`src/rtl/core/crvg_pkg.sv`:
```
// Shared types, constants and tables for the circle ring vertex generator.
package crvg_pkg;

  localparam int MAX_SEGMENTS  = 1024;
  localparam int CORDIC_STAGES = 16;
  localparam int PHASE_BITS    = 32;
  localparam int XW            = 36;
  localparam int ZW            = 33;
  localparam int IW            = 10;
  localparam int NW            = 11;
  localparam int EW            = 12;
  localparam int OW            = 17;
  localparam int OUT_LIMIT     = 65535;
  localparam logic [15:0] GAIN_Q16 = 16'd39797;

  localparam logic CFG_RADIUS   = 1'b0;
  localparam logic CFG_SEGMENTS = 1'b1;

  typedef struct packed {
    logic          valid;
    logic          err;
    logic          zero_div;
    logic [IW-1:0] idx;
    logic [NW-1:0] d;
    logic [NW-1:0] r;
    logic [PHASE_BITS-1:0] q;
    logic signed [XW-1:0] x0;
  } div_t;

  typedef struct packed {
    logic          valid;
    logic          err;
    logic [IW-1:0] idx;
    logic [1:0]    quad;
    logic signed [XW-1:0] x;
    logic signed [XW-1:0] y;
    logic signed [ZW-1:0] z;
  } cord_t;

  function automatic logic [31:0] atan_turns(input logic [4:0] k);
    case (k)
      5'd0:  atan_turns = 32'h20000000;
      5'd1:  atan_turns = 32'h12E4051D;
      5'd2:  atan_turns = 32'h09FB385B;
      5'd3:  atan_turns = 32'h051111D4;
      5'd4:  atan_turns = 32'h028B0D43;
      5'd5:  atan_turns = 32'h0145D7E1;
      5'd6:  atan_turns = 32'h00A2F61E;
      5'd7:  atan_turns = 32'h00517C55;
      5'd8:  atan_turns = 32'h0028BE53;
      5'd9:  atan_turns = 32'h00145F2F;
      5'd10: atan_turns = 32'h000A2F98;
      5'd11: atan_turns = 32'h000517CC;
      5'd12: atan_turns = 32'h00028BE6;
      5'd13: atan_turns = 32'h000145F3;
      5'd14: atan_turns = 32'h0000A2FA;
      5'd15: atan_turns = 32'h0000517D;
      5'd16: atan_turns = 32'h000028BE;
      5'd17: atan_turns = 32'h0000145F;
      5'd18: atan_turns = 32'h00000A30;
      5'd19: atan_turns = 32'h00000518;
      5'd20: atan_turns = 32'h0000028C;
      5'd21: atan_turns = 32'h00000146;
      5'd22: atan_turns = 32'h000000A3;
      5'd23: atan_turns = 32'h00000051;
      default: atan_turns = 32'h0;
    endcase
  endfunction

endpackage

```
`src/rtl/core/crvg_div_cell.sv`:
```
// One restoring-division cell: produces one phase fraction bit per cycle.
module crvg_div_cell (
  input  logic          clk,
  input  logic          rst,
  input  crvg_pkg::div_t din,
  output crvg_pkg::div_t dout
);

  logic [crvg_pkg::NW:0]   r2;
  logic                    bit_q;
  crvg_pkg::div_t          nxt;

  always_comb begin
    r2    = {din.r, 1'b0};
    bit_q = (r2 >= {1'b0, din.d});
    nxt   = din;
    nxt.valid = din.valid && !rst;
    nxt.q = {din.q[crvg_pkg::PHASE_BITS-2:0], bit_q};
    nxt.r = bit_q ? crvg_pkg::NW'(r2 - {1'b0, din.d}) : crvg_pkg::NW'(r2);
  end

  always_ff @(posedge clk) begin
    dout <= nxt;
  end

endmodule

```
`config.mk`:
```
export PLATFORM = sky130hd
export DESIGN_NAME = crvg_div_cell
export DESIGN_NICKNAME = d
export VERILOG_FILES = /design/src/rtl/core/crvg_pkg.sv /design/src/rtl/core/crvg_div_cell.sv
export SDC_FILE = /design/constraint.sdc
export NUM_CORES = 1
export LEC_CHECK = 0
export ABC_AREA = 0
export ABC_CLOCK_PERIOD_IN_PS = 3900
export BUFFER_PORTS_ARGS = -buffer_cell sky130_fd_sc_hd__buf_2
export CORE_MARGIN = 2
export CORE_UTILIZATION = 40
export CTS_BUF_LIST = sky130_fd_sc_hd__clkbuf_4
export CTS_CLUSTER_SIZE = 14
export DETAILED_ROUTE_END_ITERATION = 7
export PLACE_DENSITY = 0.76
export SETUP_SLACK_MARGIN = 0.2
export SYNTH_ARGS = -nofsm -noshare
export SYNTH_HDL_FRONTEND = slang
export SYNTH_SLANG_ARGS = --single-unit
```
`constraint.sdc`:
```
create_clock -name clk -period 3.9 [get_ports clk]
set_clock_uncertainty 0.2 [all_clocks]
set_input_delay 0.78 -clock clk [delete_from_list [all_inputs] [get_ports clk]]
set_output_delay 0.78 -clock clk [all_outputs]
set_load 0.05 [all_outputs]
```
==> key figures <==
Routing
  • DRC: 0
  • Iter 0 DRT Violations: 37
  • Vias per cell: 4.30
  • Initial DRT Pass Iterations: 4
  • Routed Antenna Nets: 0
  • Routed WL per cell: 14.8 µm
  • Via count: 2230
  • Wirelength, routed: 7.67 mm

Timing
  • Finish-stage setup viols: 0
  • RSZ-0062 raised after global routing: no
  • Post-Route Setup TNS: 0 ns
  • Slew Viols, Final: 0
  • Worst-margin pin slew: 0.457 ns
  • Fin. Hold Viols: 0
  • Crit path time final: 2.47 ns
  • Fmax: 0.405 GHz
  • Minimum hold slack: 0.224 ns
  • Slew margin rel.: 69.4%
  • Tcrit/Tclk final: 63.4%

CTS
  • CTS root buf: clkbuf_4
  • Hold_buf cts: 0
  • Num CTS Buffers: 9
  • CTS tree: done
  • Clock sinks: 103
  • PostCTS Resize Cnt: 0
  • Htree depth: 3
  • Clk buf depth: 2
  • Setup Fix Bufs, Post-CTS: 0
  • Clock-pin slew on the worst setup and hold paths: 0.16 ns

Critical path
  • CP required: 4.03 ns
  • WP depth: 9
  • Crit path launch: din[79]
  • Critical path type: in2reg
  • CP cell instances: buf_2 -> inv_1 -> fa_1 -> o211ai_1 -> nand2_1 -> a211o_1 -> nor2_8 -> inv_4 -> mux2_4
  • Slowest-stage cell, CP: fa_1
  • CP Capture Type: register
  • Critical Path AT: 2.60 ns
  • Startpoint Class: input pin
  • Largest fanout on the critical path: 8
  • Delay-heaviest family, CP: compound AO/OA/AOI/OAI gates
  • CP Capture Point: dout[71]
  • Worst path max stage delay: 0.46 ns
  • Buf/Inv on CP: 3

Logic synthesis
  • Yosys Warn Count: 0
  • Synth area leaders: dfxtp_1 (73%), ha_1 (4.9%), mux2_4 (2.7%), inv_1 (1.7%), a21oi_1 (1.2%)
  • Post-synth EDFFs: 0
  • Post-synth top area cell: dfxtp_1
  • Register area share after synthesis: 73.4%
  • Post-synth top cells: dfxtp_1 (103), inv_1 (13), ha_1 (11), nor2_1 (9), a21oi_1 (7)
  • Post-synth ARST share: 0%
  • Post-synth top area share: 73.4%
  • Synth Area per Inst: 13.8 µm²
  • Post-synthesis cell type count: 41
  • Syn nets: 320
  • Synth Instances: 203
  • Cell Area, Synth: 2810 µm²
  • Count leader, synth: dfxtp_1
  • Ys flop type: dfxtp_1
  • Synth Register Bits: 103

Die
  • Die area: 7710 µm²
  • Row cnt: 30
  • Die width: 87.8 µm
  • Core Area: 6790 µm²
  • Initial core utilization: 41.4%
  • Die H: 87.8 µm
  • IO Pins: 208

Pwr
  • Power Density: 528 nW/µm²
  • Worst vdd ir: 231 µV
  • Leak pwr: 0.00209 µW

Placed design
  • Placer Congestion: 0.839
  • Inst Count DP: 503
  • Port Buffers: 206
  • Placement Cell Area: 3950 µm²
  • Hpwl dp: 6.32 mm

Layout
  • Share of cells above drive strength 1: 55.0%
  • # nets final: 535
  • Final Non-Filler Cells: 519
  • Max FFs per register: 103
  • Biggest regs: dout (103)
  • Cell area after layout: 4070 µm²
  • Biggest register: dout
  • Area grow syn2layout: 44.8%

Min path
  • Worst Hold Class: in2reg

Global route
  • Antenna violations before repair: 1
  • Pin count of the biggest net entering global routing: 19
  • Number of global-route vias before repair: 2215
  • GR Util All Layers: 19.1%
  • Grt ovf: 0
  • Global-route wire length before repair: 10.9 mm

Status
  • Outcome: finished clean

Flow run
  • Max-cap viol count: 0
## how the worst min path moves through the flow
stage | start | endpoint | slack (ns) | cells after the start
final | din[12] | dout[12] | 0.22 | 1
after detailed placement | din[62] | dout[63] | 0.68 | 1
after global routing | din[8] | dout[8] | 0.17 | 1
after floorplan | din[0] | dout[0] | 0.61 | 0
after CTS | din[45] | dout[46] | 0.20 | 1
after global placement | din[43] | dout[44] | 0.68 | 1
## where the power goes
part	switching (µW)	internal, µW	total, µW	leakage, µW
Combinational	368	143	511	0.00116
Sequential	15.4	1120	1140	0.000869
Clock	360	139	499	0.0000620
Total	743	1410	2150	0.00209
## per-stage QoR
step | setup slack (ns) | total power [µW] | utilization (%)
2_1_floorplan | 1.24 | 1530 | -
3_3_place_gp | 1.01 | 1670 | 58.1
3_5_place_dp | 0.976 | 1680 | 58.1
4_1_cts | 1.45 | 2170 | 59.9
5_1_grt | 1.37 | 2250 | 59.9
6_report | 1.43 | 2150 | 59.9
## cells in the final DEF, fill, tap and decap left out, types with 3 or more instances in the layout
master    count
buf_2       206
dfxtp_1     103
inv_1        13
ha_1         11
nor2_1        9
clkbuf_4      9
a21oi_1       7
nand2_1       6
mux2_4        5
nor2b_1       4
nand3_1       4
nor3_1        4
xnor2_1       3
o21a_1        3
## kinds of logic after synthesis
kind of cell	count (synthesis)	synth area share, %
adder cells (fa/ha/maj)	12	5.61
flip-flops	103	73.4
XOR/XNOR	4	1.25
AO/OA/AOI/OAI	28	7.48
multiplexers	6	3.07
AND/OR/NAND/NOR	34	6.68
buffers and inverters	16	2.54
## final cells by class
| type | instances | area (µm²) |
|---|---|---|
| inverters | 14 | 55.1 |
| multi-input cells | 84 | 677 |
| clock buffers | 9 | 67.6 |
| repair buffers | 206 | 1030 |
| diodes | 1 | 2.50 |
| clock inverters | 6 | 55.1 |
| flip-flops and latches | 103 | 2060 |
| fillers | 590 | 2720 |
| well taps | 96 | 120 |
## routing by layer
layer  vias up  GRT usage (%)  wire length (µm)
met1      1002           18.7              2680
met2       102           35.4              4130
li1       1111              -                 -
met4         0           7.69               172
met3        15           8.11               685
met5         -              0                 0
Note: power is estimated with default switching activity, not from simulation.
